===== config.mk =====
export PLATFORM = sky130hd
export DESIGN_NAME = onewire_bus_master
export DESIGN_NICKNAME = d
export VERILOG_FILES = /design/src/sv/obm_pkg.sv /design/src/sv/obm_cfg.sv /design/src/sv/obm_seq.sv /design/src/sv/obm_outq.sv /design/src/sv/onewire_bus_master.sv
export SDC_FILE = /design/constraint.sdc
export NUM_CORES = 1
export LEC_CHECK = 0
export ABC_AREA = 1
export BUFFER_PORTS_ARGS = -buffer_cell sky130_fd_sc_hd__buf_2
export CAP_MARGIN = 20
export CORE_ASPECT_RATIO = 0.7
export CORE_MARGIN = 2
export CORE_UTILIZATION = 60
export DETAILED_ROUTE_END_ITERATION = 10
export PLACE_DENSITY = 0.79
export SLEW_MARGIN = 20
export SYNTH_ARGS = -nofsm -noshare
export SYNTH_HDL_FRONTEND = slang
export SYNTH_HIERARCHICAL = 1
export SYNTH_SLANG_ARGS = --single-unit
export TNS_END_PERCENT = 10

===== constraint.sdc =====
create_clock -name clk -period 4.55 [get_ports clk]
set_input_delay 0.2275 -clock clk [delete_from_list [all_inputs] [get_ports clk]]
set_output_delay 0.2275 -clock clk [all_outputs]
set_load 0.02 [all_outputs]

===== src/sv/obm_pkg.sv =====
`timescale 1ns / 1ps
`default_nettype none
package obm_pkg;

	localparam int unsigned CNT_W = 10;
	localparam int unsigned CFG_DATA_W = 10;
	localparam int unsigned CFG_IDX_W = 3;

	localparam int unsigned READ_SAMPLE_US = 10;
	localparam int unsigned READ_TAIL_US = 50;

	localparam logic KIND_TICK = 1'b0;
	localparam logic KIND_CMD = 1'b1;

	localparam logic [1:0] CMD_RESET = 2'd0;
	localparam logic [1:0] CMD_WRITE = 2'd1;
	localparam logic [1:0] CMD_READ = 2'd2;

	localparam logic [CFG_IDX_W-1:0] REG_RESET_LOW = 3'd0;
	localparam logic [CFG_IDX_W-1:0] REG_PRESENCE_WAIT = 3'd1;
	localparam logic [CFG_IDX_W-1:0] REG_RESET_TAIL = 3'd2;
	localparam logic [CFG_IDX_W-1:0] REG_W0_LOW = 3'd3;
	localparam logic [CFG_IDX_W-1:0] REG_W0_HIGH = 3'd4;
	localparam logic [CFG_IDX_W-1:0] REG_W1_LOW = 3'd5;
	localparam logic [CFG_IDX_W-1:0] REG_W1_HIGH = 3'd6;
	localparam logic [CFG_IDX_W-1:0] REG_READ_LOW = 3'd7;

	typedef struct packed {
		logic [9:0] reset_low_us;
		logic [7:0] presence_wait_us;
		logic [9:0] reset_tail_us;
		logic [7:0] write_zero_low_us;
		logic [7:0] write_zero_high_us;
		logic [7:0] write_one_low_us;
		logic [7:0] write_one_high_us;
		logic [7:0] read_low_us;
	} cfg_t;

	typedef struct packed {
		logic       drive_low;
		logic       busy_res;
		logic       done_res;
		logic       presence;
		logic [7:0] read_data;
		logic       rejected;
	} res_t;

endpackage
`default_nettype wire


===== src/sv/obm_cfg.sv =====
`timescale 1ns / 1ps
`default_nettype none
module obm_cfg (
	input  wire logic                             clk,
	input  wire logic                             arst_n,
	input  wire logic                             cfg_we,
	input  wire logic [obm_pkg::CFG_IDX_W-1:0]    cfg_index,
	input  wire logic [obm_pkg::CFG_DATA_W-1:0]   cfg_data,
	output obm_pkg::cfg_t                         cfg
);

	obm_pkg::cfg_t cfg_q;

	always_ff @(posedge clk or negedge arst_n) begin
		if (!arst_n) begin
			cfg_q.reset_low_us       <= 10'd500;
			cfg_q.presence_wait_us   <= 8'd70;
			cfg_q.reset_tail_us      <= 10'd430;
			cfg_q.write_zero_low_us  <= 8'd65;
			cfg_q.write_zero_high_us <= 8'd5;
			cfg_q.write_one_low_us   <= 8'd5;
			cfg_q.write_one_high_us  <= 8'd65;
			cfg_q.read_low_us        <= 8'd2;
		end else if (cfg_we) begin
			unique case (cfg_index)
				obm_pkg::REG_RESET_LOW:     cfg_q.reset_low_us       <= cfg_data;
				obm_pkg::REG_PRESENCE_WAIT: cfg_q.presence_wait_us   <= cfg_data[7:0];
				obm_pkg::REG_RESET_TAIL:    cfg_q.reset_tail_us      <= cfg_data;
				obm_pkg::REG_W0_LOW:        cfg_q.write_zero_low_us  <= cfg_data[7:0];
				obm_pkg::REG_W0_HIGH:       cfg_q.write_zero_high_us <= cfg_data[7:0];
				obm_pkg::REG_W1_LOW:        cfg_q.write_one_low_us   <= cfg_data[7:0];
				obm_pkg::REG_W1_HIGH:       cfg_q.write_one_high_us  <= cfg_data[7:0];
				obm_pkg::REG_READ_LOW:      cfg_q.read_low_us        <= cfg_data[7:0];
				default: ;
			endcase
		end
	end

	assign cfg = cfg_q;

endmodule
`default_nettype wire


===== src/sv/obm_seq.sv =====
`timescale 1ns / 1ps
`default_nettype none
module obm_seq (
	input  wire logic          clk,
	input  wire logic          arst_n,
	input  wire obm_pkg::cfg_t cfg,
	input  wire logic          in_valid,
	output logic               in_stall,
	input  wire logic          kind,
	input  wire logic [1:0]    command,
	input  wire logic [7:0]    write_data,
	input  wire logic          line_level,
	input  wire logic          q_ready,
	output logic               res_push,
	output obm_pkg::res_t      res
);

	typedef enum logic [1:0] {
		PH_IDLE  = 2'd0,
		PH_RESET = 2'd1,
		PH_WRITE = 2'd2,
		PH_READ  = 2'd3
	} phase_t;

	logic       valid_s1;
	logic       kind_s1;
	logic [1:0] command_s1;
	logic [7:0] write_data_s1;
	logic       level_s1;

	phase_t                        phase_q, phase_n;
	logic [1:0]                    sub_q, sub_n;
	logic [obm_pkg::CNT_W-1:0]     tick_q, tick_n, tick_inc, len;
	logic [2:0]                    bit_q, bit_n;
	logic [7:0]                    shift_q, shift_n;
	logic                          pres_q, pres_n;
	logic                          done, pres_out, rej;
	logic [7:0]                    rdata;
	logic [1:0]                    last_sub;
	logic                          accept, go;

	assign go = valid_s1 && q_ready;
	assign in_stall = valid_s1 && !q_ready;
	assign accept = in_valid && !in_stall;

	always_ff @(posedge clk or negedge arst_n) begin
		if (!arst_n) begin
			valid_s1 <= 1'b0;
		end else if (accept) begin
			valid_s1 <= 1'b1;
		end else if (go) begin
			valid_s1 <= 1'b0;
		end
	end

	always_ff @(posedge clk) begin
		if (accept) begin
			kind_s1       <= kind;
			command_s1    <= command;
			write_data_s1 <= write_data;
			level_s1      <= line_level;
		end
	end

	always_comb begin
		unique case (phase_q)
			PH_RESET: begin
				if (sub_q == 2'd0) len = cfg.reset_low_us;
				else if (sub_q == 2'd1) len = {2'b00, cfg.presence_wait_us};
				else len = cfg.reset_tail_us;
			end
			PH_WRITE: begin
				if (sub_q == 2'd0) begin
					len = {2'b00, shift_q[0] ? cfg.write_one_low_us : cfg.write_zero_low_us};
				end else begin
					len = {2'b00, shift_q[0] ? cfg.write_one_high_us : cfg.write_zero_high_us};
				end
			end
			default: begin
				if (sub_q == 2'd0) len = {2'b00, cfg.read_low_us};
				else if (sub_q == 2'd1) len = obm_pkg::CNT_W'(obm_pkg::READ_SAMPLE_US);
				else len = obm_pkg::CNT_W'(obm_pkg::READ_TAIL_US);
			end
		endcase
	end

	assign tick_inc = tick_q + obm_pkg::CNT_W'(1);
	assign last_sub = (phase_q == PH_WRITE) ? 2'd1 : 2'd2;

	always_comb begin
		phase_n  = phase_q;
		sub_n    = sub_q;
		tick_n   = tick_q;
		bit_n    = bit_q;
		shift_n  = shift_q;
		pres_n   = pres_q;
		done     = 1'b0;
		pres_out = 1'b0;
		rdata    = 8'd0;
		rej      = 1'b0;
		if (kind_s1 == obm_pkg::KIND_CMD) begin
			if (phase_q != PH_IDLE) begin
				rej = 1'b1;
			end else if (command_s1 == obm_pkg::CMD_RESET || command_s1 == obm_pkg::CMD_WRITE
					|| command_s1 == obm_pkg::CMD_READ) begin
				if (command_s1 == obm_pkg::CMD_RESET) phase_n = PH_RESET;
				else if (command_s1 == obm_pkg::CMD_WRITE) phase_n = PH_WRITE;
				else phase_n = PH_READ;
				sub_n   = 2'd0;
				tick_n  = '0;
				bit_n   = 3'd0;
				shift_n = (command_s1 == obm_pkg::CMD_WRITE) ? write_data_s1 : 8'd0;
				pres_n  = 1'b0;
			end
		end else if (phase_q != PH_IDLE) begin
			tick_n = tick_inc;
			if (tick_inc >= len) begin
				tick_n = '0;
				if (phase_q == PH_RESET) begin
					if (sub_q == 2'd1) pres_n = !level_s1;
					if (sub_q >= 2'd2) begin
						phase_n  = PH_IDLE;
						sub_n    = 2'd0;
						done     = 1'b1;
						pres_out = pres_n;
					end else begin
						sub_n = sub_q + 2'd1;
					end
				end else begin
					if (phase_q == PH_READ && sub_q == 2'd1) shift_n = {level_s1, shift_q[7:1]};
					if (sub_q < last_sub) begin
						sub_n = sub_q + 2'd1;
					end else begin
						if (phase_q == PH_WRITE) shift_n = {1'b0, shift_q[7:1]};
						sub_n = 2'd0;
						if (bit_q == 3'd7) begin
							if (phase_q == PH_READ) rdata = shift_n;
							phase_n = PH_IDLE;
							bit_n   = 3'd0;
							done    = 1'b1;
						end else begin
							bit_n = bit_q + 3'd1;
						end
					end
				end
			end
		end
	end

	always_ff @(posedge clk or negedge arst_n) begin
		if (!arst_n) begin
			phase_q <= PH_IDLE;
			sub_q   <= 2'd0;
			tick_q  <= '0;
			bit_q   <= 3'd0;
			shift_q <= 8'd0;
			pres_q  <= 1'b0;
		end else if (go) begin
			phase_q <= phase_n;
			sub_q   <= sub_n;
			tick_q  <= tick_n;
			bit_q   <= bit_n;
			shift_q <= shift_n;
			pres_q  <= pres_n;
		end
	end

	assign res_push      = go;
	assign res.drive_low = (phase_n != PH_IDLE) && (sub_n == 2'd0);
	assign res.busy_res  = (phase_n != PH_IDLE);
	assign res.done_res  = done;
	assign res.presence  = pres_out;
	assign res.read_data = rdata;
	assign res.rejected  = rej;

	a_idle_clean: assert property (@(posedge clk) disable iff (!arst_n)
		phase_q == PH_IDLE |-> (sub_q == 2'd0 && tick_q == '0 && bit_q == 3'd0))
		else $error("idle with sequence counters not cleared");

	a_reject_no_done: assert property (@(posedge clk) disable iff (!arst_n)
		go && rej |-> !done && phase_n == phase_q)
		else $error("rejected command changed the sequence");

	a_done_idle: assert property (@(posedge clk) disable iff (!arst_n)
		go && done |=> phase_q == PH_IDLE)
		else $error("sequence completed but the master is not idle");

endmodule
`default_nettype wire


===== src/sv/obm_outq.sv =====
`timescale 1ns / 1ps
`default_nettype none
module obm_outq (
	input  wire logic          clk,
	input  wire logic          arst_n,
	input  wire logic          push,
	input  wire obm_pkg::res_t push_res,
	output logic               ready,
	output logic               out_valid,
	input  wire logic          out_stall,
	output obm_pkg::res_t      head
);

	obm_pkg::res_t ent_q [2];
	logic          wr_q, rd_q;
	logic [1:0]    cnt_q;
	logic          pop;

	assign out_valid = (cnt_q != 2'd0);
	assign pop = out_valid && !out_stall;
	assign ready = (cnt_q != 2'd2) || pop;
	assign head = ent_q[rd_q];

	always_ff @(posedge clk or negedge arst_n) begin
		if (!arst_n) begin
			wr_q  <= 1'b0;
			rd_q  <= 1'b0;
			cnt_q <= 2'd0;
		end else begin
			if (push) wr_q <= !wr_q;
			if (pop) rd_q <= !rd_q;
			if (push && !pop) cnt_q <= cnt_q + 2'd1;
			else if (pop && !push) cnt_q <= cnt_q - 2'd1;
		end
	end

	always_ff @(posedge clk) begin
		if (push) ent_q[wr_q] <= push_res;
	end

	a_cnt_range: assert property (@(posedge clk) disable iff (!arst_n)
		cnt_q != 2'd3)
		else $error("result queue count out of range");

	a_no_overflow: assert property (@(posedge clk) disable iff (!arst_n)
		push |-> ready)
		else $error("beat pushed into a full result queue");

	a_head_hold: assert property (@(posedge clk) disable iff (!arst_n)
		out_valid && out_stall |=> out_valid && $stable(head))
		else $error("stalled result beat changed");

endmodule
`default_nettype wire


===== src/sv/onewire_bus_master.sv =====
`timescale 1ns / 1ps
// A beat is held in the input register, then its result goes into the queue.
// Throughput: one item per cycle unless a full result queue raises in_stall.
// A two-entry result queue lets input beats keep flowing while a result waits.
// Reset (arst_n low, asynchronous) idles the sequencer, empties the queue and
// loads the default bus timings.
`default_nettype none
module onewire_bus_master (
	input  wire logic                            clk,
	input  wire logic                            arst_n,
	input  wire logic                            cfg_we,
	input  wire logic [obm_pkg::CFG_IDX_W-1:0]   cfg_index,
	input  wire logic [obm_pkg::CFG_DATA_W-1:0]  cfg_data,
	input  wire logic                            in_valid,
	output logic                                 in_stall,
	input  wire logic                            kind,
	input  wire logic [1:0]                      command,
	input  wire logic [7:0]                      write_data,
	input  wire logic                            line_level,
	output logic                                 out_valid,
	input  wire logic                            out_stall,
	output logic                                 drive_low,
	output logic                                 busy_res,
	output logic                                 done_res,
	output logic                                 presence,
	output logic [7:0]                           read_data,
	output logic                                 rejected
);

	obm_pkg::cfg_t cfg;
	obm_pkg::res_t res;
	obm_pkg::res_t head;
	logic          res_push;
	logic          q_ready;

	obm_cfg u_cfg (
		.clk       (clk),
		.arst_n    (arst_n),
		.cfg_we    (cfg_we),
		.cfg_index (cfg_index),
		.cfg_data  (cfg_data),
		.cfg       (cfg)
	);

	obm_seq u_seq (
		.clk        (clk),
		.arst_n     (arst_n),
		.cfg        (cfg),
		.in_valid   (in_valid),
		.in_stall   (in_stall),
		.kind       (kind),
		.command    (command),
		.write_data (write_data),
		.line_level (line_level),
		.q_ready    (q_ready),
		.res_push   (res_push),
		.res        (res)
	);

	obm_outq u_outq (
		.clk       (clk),
		.arst_n    (arst_n),
		.push      (res_push),
		.push_res  (res),
		.ready     (q_ready),
		.out_valid (out_valid),
		.out_stall (out_stall),
		.head      (head)
	);

	assign drive_low = head.drive_low;
	assign busy_res  = head.busy_res;
	assign done_res  = head.done_res;
	assign presence  = head.presence;
	assign read_data = head.read_data;
	assign rejected  = head.rejected;

endmodule
`default_nettype wire

[Yosys cells after proc, flatten, opt, wreduce, memory -nomap -nowiden]
Memories as Yosys holds them, arrays and structs flattened.
Index checks and enable logic that the tools add are counted.
Operators by class
  add/sub/neg operators: 5
  magnitude comparators: 3
  equal/unequal tests: 18
  muxes and demuxes: 85
  reduce and logical (&&, ||, !) cells: 44
Operator list (count)
  two-way mux 8 bit: 20
  two-way mux 10 bit: 8
  two-way mux 2 bit: 21
  two-way mux 1 bit: 26
  two-way mux 3 bit: 8
  one-hot mux 10 bit (2 select lines): 1
  nonzero test 2 bit: 9
  AND reduction 2 bit: 8
  equality test 3 bit (second input constant): 5
  AND reduction 6 bit: 2
  adder 10 x 1 -> 10 bit (second input constant): 1
  greater-or-equal comparator 10 bit: 1
  logical AND 1 bit: 8
  logical NOT 1 bit: 8
  AND reduction 7 bit: 1
  equality test 2 x 1 -> 1 bit (second input constant): 3
  equality test 2 bit (second input constant): 3
  equality test 3 x 2 -> 1 bit (second input constant): 2
  logical NOT 2 bit: 3
  two-way mux 6 bit: 1
  adder 2 x 1 -> 2 bit (second input constant): 2
  != test 2 x 1 -> 1 bit (second input constant): 2
  != test 2 bit (second input constant): 2
  AND reduction 4 bit: 1
  other kinds (7): 9
Word-level totals
  flip-flop bits (word level): 111
  RAM bits: 26
  bits of input ports: 30
  logic and storage cells: 178
  memories kept: 1
Memory list
  u_outq.ent_q: words 2, bits a word 13, rd ports 1, clocked after memory_dff 0, write ports 1, line obm_outq.sv:14  | obm_pkg::res_t ent_q [2];

[Depth between registers and ports, before layout]
  depth after elaboration: 11
  mapped depth: 25

[Modules after synthesis]
The synthesis kept the hierarchy.
Modules (own cells, without submodules)
  obm_seq: instances 1, cells each 470, area an instance 3385.7 um2, sequential area each 1036.0 um2
  obm_cfg: instances 1, cells each 314, area an instance 2742.6 um2, sequential area each 1731.7 um2
  obm_outq: instances 1, cells each 96, area an instance 1164.9 um2, sequential area each 880.8 um2

[Least setup slack after synthesis]
No wires, ideal clock.
  path type: reg2reg
  from: register u_seq.sub_q[1]
  to: memory u_outq/ent_q[0][12] (netlist name), data pin
  library setup time: 0.258 ns
  data arrival time: 2.497 ns
  data required time: 4.292 ns
  path slack: 1.795 ns
  stages on the path, launching flop included: 20
  buffers on the path: 2
  period minus slack after synthesis: 2.755 ns
  cells stage by stage: dfrtp_1 inv_1 ha_1 buf_2 clkbuf_1 a21oi_1 a221oi_1 o21ai_0 ha_1 nand2_1 nor2_4 nand2_1 nand3_4 nand2_1 inv_2 nand3_1 nand2_1 inv_1 nand2_1 nor2_1
RTL lines
  from (decl): line obm_seq.sv:32  | logic [1:0] sub_q, sub_n;
  from (signal assigned): line obm_seq.sv:160  | sub_q <= sub_n;
  to (decl): line obm_outq.sv:14

==> run_summary.xml <==
<?xml version="1.0" encoding="UTF-8"?>
<metrics>
  <group name="pwr">
    <metric name="fraction_of_power_consumed_by_sequential_logic" unit="%">35.1</metric>
    <metric name="clockPowerShare" unit="%">25.9</metric>
    <metric name="cellInternalPower" unit="mW">3.01</metric>
    <metric name="power.total" unit="mW">5.10</metric>
    <metric name="comb_power_share" unit="%">39.0</metric>
    <metric name="powerDensity" unit="nW/um2">618</metric>
    <metric name="vdd_ir_drop_max" unit="uV">414</metric>
    <metric name="power.switching" unit="mW">2.09</metric>
    <metric name="cellLeakagePower" unit="nW">4.08</metric>
    <metric name="power.switching_fraction" unit="%">40.9</metric>
  </group>
  <group name="worst_setup_path">
    <metric name="worst_ep_arrival_time" unit="ps">3830</metric>
    <metric name="cp-start-kind" unit="">flop</metric>
    <metric name="critical_path.top_delay_family" unit="">compound AO/OA/AOI/OAI gates</metric>
    <metric name="critical-path-slowest-cell" unit="">sky130_fd_sc_hd__ha_1</metric>
    <metric name="crit_chain" unit="">inv_1 -&gt; ha_1 -&gt; inv_1 -&gt; a221oi_1 -&gt; o21ai_0 -&gt; ha_1 -&gt; nand2_1 -&gt; nor2_1 -&gt; nand3_2 -&gt; nand3_4 -&gt; nand2_1 -&gt; inv_2 -&gt; nand3b_4 -&gt; a211oi_1</metric>
    <metric name="endpoint_kind" unit="">flop</metric>
    <metric name="path_max_fanout" unit="">16</metric>
    <metric name="timing.critical_path.buf_inv" unit="">3</metric>
    <metric name="crit_required" unit="ps">4730</metric>
    <metric name="critical-path-max-stage-delay" unit="ps">460</metric>
    <metric name="worst-setup-path-type" unit="">flop to flop</metric>
  </group>
  <group name="drt">
    <metric name="drt_wl_total" unit="um">17700</metric>
    <metric name="drcViolationCount" unit="">0</metric>
    <metric name="overall_via_count_from_detail_route" unit="">6137</metric>
    <metric name="firstDrtPassIters" unit="">5</metric>
    <metric name="route.detailed.wl_per_inst" unit="um">16.1</metric>
    <metric name="final_antenna_net_count" unit="">0</metric>
    <metric name="post_drt_via_cell_ratio" unit="">5.60</metric>
    <metric name="detailedRoute.firstIterationViolations" unit="">704</metric>
  </group>
  <group name="floorplan">
    <metric name="dieWidth" unit="um">136</metric>
    <metric name="die_height" unit="um">96.2</metric>
    <metric name="row_count" unit="">33</metric>
    <metric name="design.die.area" unit="um2">13100</metric>
    <metric name="core-area" unit="um2">11800</metric>
    <metric name="io_pins" unit="">45</metric>
    <metric name="initial_utilization" unit="%">62.0</metric>
  </group>
  <group name="place">
    <metric name="numPortBuffers" unit="">44</metric>
    <metric name="placement.setup.worst_slack" unit="ps">1110</metric>
    <metric name="final_weighted_congestion_in_routability_driven_placement" unit="">1.00</metric>
    <metric name="placed_cells" unit="">1050</metric>
    <metric name="hpwl" unit="um">11900</metric>
    <metric name="placement.cell_area" unit="um2">7550</metric>
  </group>
  <group name="timing">
    <metric name="finalSetupTns" unit="ps">0</metric>
    <metric name="fin_crit_sh" unit="%">80.1</metric>
    <metric name="clock-skew-final" unit="ps">11.5</metric>
    <metric name="timing.fmax" unit="MHz">274</metric>
    <metric name="final.min_clock_period" unit="ps">3650</metric>
    <metric name="max_slew.worst_pin.slew" unit="ps">860</metric>
    <metric name="slew_viol_final" unit="">0</metric>
    <metric name="finalSetupViolations" unit="">0</metric>
    <metric name="grt_setup_unrepaired" unit="">no</metric>
    <metric name="worst_slack_on_hold_paths" unit="ps">23.8</metric>
    <metric name="report.final.hold_viol_count" unit="">0</metric>
    <metric name="fin_ws" unit="ps">904</metric>
    <metric name="worst_slew_margin_rel" unit="%">42.7</metric>
  </group>
  <group name="clocking">
    <metric name="post-cts-setup-buffer-count" unit="">0</metric>
    <metric name="post_cts_resized" unit="">0</metric>
    <metric name="clk_pin_slew_worst_paths" unit="ps">60</metric>
    <metric name="cts_htree_levels" unit="">4</metric>
    <metric name="cts.hold.buffers_added" unit="">13</metric>
    <metric name="root_buffer" unit="">sky130_fd_sc_hd__clkbuf_16</metric>
    <metric name="worstSkewPairLatency" unit="ps">410</metric>
    <metric name="tritoncts_buffers" unit="">17</metric>
    <metric name="tritoncts_clock_tree" unit="">built</metric>
    <metric name="cts-root-to-sink-buffers" unit="">2</metric>
    <metric name="clock_sink_count" unit="">137</metric>
  </group>
  <group name="synth">
    <metric name="synth_simple_gate_area_share" unit="%">29.0</metric>
    <metric name="synth_warnings" unit="">6</metric>
    <metric name="synth_top_family_by_area" unit="">simple AND/OR/NAND/NOR gates</metric>
    <metric name="synth.cell_area" unit="um2">7290</metric>
    <metric name="yosysSeqAreaShare" unit="%">50.0</metric>
    <metric name="top_flip_flop_cell_by_instance_count_after_synthesis" unit="">sky130_fd_sc_hd__dfrtp_1</metric>
    <metric name="syn_nets" unit="">934</metric>
    <metric name="synthCells" unit="">880</metric>
    <metric name="synth_compound_gate_area_share" unit="%">9.08</metric>
    <metric name="synth-edff-count" unit="">38</metric>
    <metric name="synth.lib_cells_used.distinct" unit="">49</metric>
    <metric name="synth_area_per_cell" unit="um2">8.29</metric>
    <metric name="yosys.area_share.adder" unit="%">4.12</metric>
    <metric name="xor_xnor_share_of_the_synthesized_area" unit="%">0.961</metric>
    <metric name="synth.area.mux_share" unit="%">0</metric>
    <metric name="asyncSetResetFlopFracSynth" unit="%">72.3</metric>
    <metric name="synth.ff_latch_count" unit="">137</metric>
  </group>
  <group name="grt">
    <metric name="global_route_overflow" unit="">0</metric>
    <metric name="first_global_vias" unit="">5650</metric>
    <metric name="grt_first_pass_wirelength" unit="um">28800</metric>
    <metric name="grt_antenna_before_repair" unit="">0</metric>
    <metric name="grtUsageTotal" unit="%">29.0</metric>
    <metric name="gr_layer_usage_met2" unit="%">41.2</metric>
    <metric name="groute.layer.met1.usage" unit="%">44.2</metric>
    <metric name="pin_count_of_the_biggest_net_entering_global_routing" unit="">67</metric>
    <metric name="global_route.usage.met3" unit="%">6.69</metric>
    <metric name="gr-max-usage-layer" unit="">met1</metric>
  </group>
  <group name="layout">
    <metric name="final_non_filler_cell_total" unit="">1095</metric>
    <metric name="nets" unit="">979</metric>
    <metric name="final_layout_size_suffix_gt1_share" unit="%">17.2</metric>
    <metric name="finish.instance_area" unit="um2">8250</metric>
    <metric name="fillCellCount" unit="">935</metric>
    <metric name="antenna_cells_inserted" unit="">0</metric>
    <metric name="syn_to_layout_area_delta" unit="%">13.2</metric>
    <metric name="finalCoreUtilization" unit="%">70.1</metric>
  </group>
  <group name="worst_hold_path">
    <metric name="worstHoldPathType" unit="">primary input to flop</metric>
  </group>
  <group name="outcome">
    <metric name="result_of_the_run" unit="">finished clean</metric>
  </group>
  <group name="run">
    <metric name="drv_cap" unit="">0</metric>
  </group>
</metrics>
state kept, by name (all words and copies together), names as in the netlist, 2 cells and up:
signal	cells
u_cfg/cfg	68
u_outq/ent_q	26
u_seq/tick_q	10
u_seq/shift_q	8
u_seq/write_data_s1	8
u_seq/bit_q	3
u_outq/cnt_q	2
u_seq/command_s1	2
u_seq/phase_q	2
u_seq/sub_q	2
worst register-to-register path: stages (launching register included):
cell and delay [ps]:
sky130_fd_sc_hd__dfrtp_1 430, sky130_fd_sc_hd__inv_1 150, sky130_fd_sc_hd__ha_1 460, sky130_fd_sc_hd__inv_1 380, sky130_fd_sc_hd__a221oi_1 450, sky130_fd_sc_hd__o21ai_0 170
sky130_fd_sc_hd__ha_1 320, sky130_fd_sc_hd__nand2_1 60, sky130_fd_sc_hd__nor2_1 140, sky130_fd_sc_hd__nand3_2 110, sky130_fd_sc_hd__nand3_4 100, sky130_fd_sc_hd__nand2_1 110
sky130_fd_sc_hd__inv_2 100, sky130_fd_sc_hd__nand3b_4 130, sky130_fd_sc_hd__a211oi_1 330
kinds of logic (layout without fill, tap and decap cells):
| group | count (synthesis) | count (layout) |
|---|---|---|
| xor gates and xnor gates | 8 | 8 |
| adders and majority gates | 24 | 24 |
| and+or+nand+nor | 493 | 493 |
| DFF | 137 | 137 |
| buffers and inverters | 113 | 171 |
| AOI/OAI and AO/OA | 105 | 105 |
per-layer routing:
layer	vias to the layer above	routed length (um)
met4	0	196
met1	2900	8500
met5	-	0
li1	2942	-
met2	276	7470
met3	19	1490
synthesized netlist by cell type (2+ instances only):
master	n	share of area (%)
sky130_fd_sc_hd__ha_1	24	4.1
sky130_fd_sc_hd__o21ai_0	39	2.7
sky130_fd_sc_hd__inv_1	64	3.3
sky130_fd_sc_hd__edfxtp_1	38	16
sky130_fd_sc_hd__nand3_1	65	4.5
sky130_fd_sc_hd__o22ai_1	3	0.26
sky130_fd_sc_hd__a21oi_1	22	1.5
sky130_fd_sc_hd__dfrtp_1	75	26
sky130_fd_sc_hd__buf_4	7	0.72
sky130_fd_sc_hd__buf_2	11	0.75
sky130_fd_sc_hd__xor2_1	7	0.84
sky130_fd_sc_hd__o21ai_1	7	0.48
sky130_fd_sc_hd__o22ai_2	4	0.69
sky130_fd_sc_hd__nor2_4	5	0.77
sky130_fd_sc_hd__o21ai_2	7	0.84
sky130_fd_sc_hd__o221ai_1	2	0.24
sky130_fd_sc_hd__nand2_2	10	0.86
sky130_fd_sc_hd__nand4_1	5	0.43
sky130_fd_sc_hd__nor2_1	34	1.7
sky130_fd_sc_hd__a211oi_1	7	0.72
sky130_fd_sc_hd__inv_2	10	0.51
sky130_fd_sc_hd__a22o_1	2	0.24
sky130_fd_sc_hd__nor2_2	8	0.69
sky130_fd_sc_hd__a221oi_1	5	0.60
sky130_fd_sc_hd__dfstp_2	24	8.6
sky130_fd_sc_hd__clkbuf_1	14	0.72
sky130_fd_sc_hd__a32o_1	2	0.27
sky130_fd_sc_hd__buf_6	2	0.31
sky130_fd_sc_hd__nand2_1	356	18
sky130_fd_sc_hd__buf_1	2	0.10
area by class of cell:
cell class                      instances  area, um2  area share (%)
Inverter                               76        288            3.49
Timing Repair Buffer                   63        398            4.82
Clock buffer                           20        457            5.53
Clock inverter                         12        116            1.41
Tap cell                              157        196            2.38
Sequential cell                       137       3650            44.2
Multi-Input combinational cell        630       3150            38.2
cells in the final DEF, fill, tap and decap left out, types with 2 or more instances in the layout:
cell type	count
sky130_fd_sc_hd__nand2_1	356
sky130_fd_sc_hd__dfrtp_1	75
sky130_fd_sc_hd__nand3_1	65
sky130_fd_sc_hd__inv_1	64
sky130_fd_sc_hd__buf_2	43
sky130_fd_sc_hd__o21ai_0	39
sky130_fd_sc_hd__edfxtp_1	38
sky130_fd_sc_hd__nor2_1	33
sky130_fd_sc_hd__dfstp_2	24
sky130_fd_sc_hd__ha_1	24
sky130_fd_sc_hd__a21oi_1	22
sky130_fd_sc_hd__clkbuf_16	17
sky130_fd_sc_hd__dlygate4sd3_1	13
sky130_fd_sc_hd__inv_2	10
sky130_fd_sc_hd__nand2_2	10
sky130_fd_sc_hd__nor2_2	9
sky130_fd_sc_hd__buf_4	7
sky130_fd_sc_hd__xor2_1	7
sky130_fd_sc_hd__o21ai_1	7
sky130_fd_sc_hd__a211oi_1	7
sky130_fd_sc_hd__o21ai_2	7
sky130_fd_sc_hd__nor2_4	5
sky130_fd_sc_hd__nand4_1	5
sky130_fd_sc_hd__a221oi_1	5
sky130_fd_sc_hd__inv_6	4
sky130_fd_sc_hd__o22ai_2	4
sky130_fd_sc_hd__clkinv_4	3
sky130_fd_sc_hd__o22ai_1	3
sky130_fd_sc_hd__clkinvlp_4	2
sky130_fd_sc_hd__clkbuf_8	2
sky130_fd_sc_hd__clkinv_2	2
sky130_fd_sc_hd__a22o_1	2
sky130_fd_sc_hd__o221ai_1	2
sky130_fd_sc_hd__a32o_1	2
power groups by stage:
stage               sequential, mW  combinational [mW]  clock, mW
floorplan                     1.72                1.52          0
global placement              1.79                1.90          0
detailed placement            1.80                1.92          0
CTS                           1.79                1.95       1.34
global route                  1.82                2.22       1.39
finish                        1.79                1.99       1.32
worst paths after layout:
kind	startpoint	to	slack (ps)	cells past startpoint
worst max-delay path	u_seq/phase_q[0]	u_outq/ent_q[1][5]	900	14
worst min-delay path	in_valid	u_seq/valid_s1	20	3
worst max register to register	u_seq/phase_q[0]	u_outq/ent_q[1][5]	900	14
worst min register to register	u_cfg/cfg[43]	u_cfg/cfg[43]	460	2
max in group asynchronous	arst_n	u_cfg/cfg[47]	3050	3
min in group asynchronous	arst_n	u_cfg/cfg[12]	440	2
No activity file was read; power rests on OpenSTA's default activity.
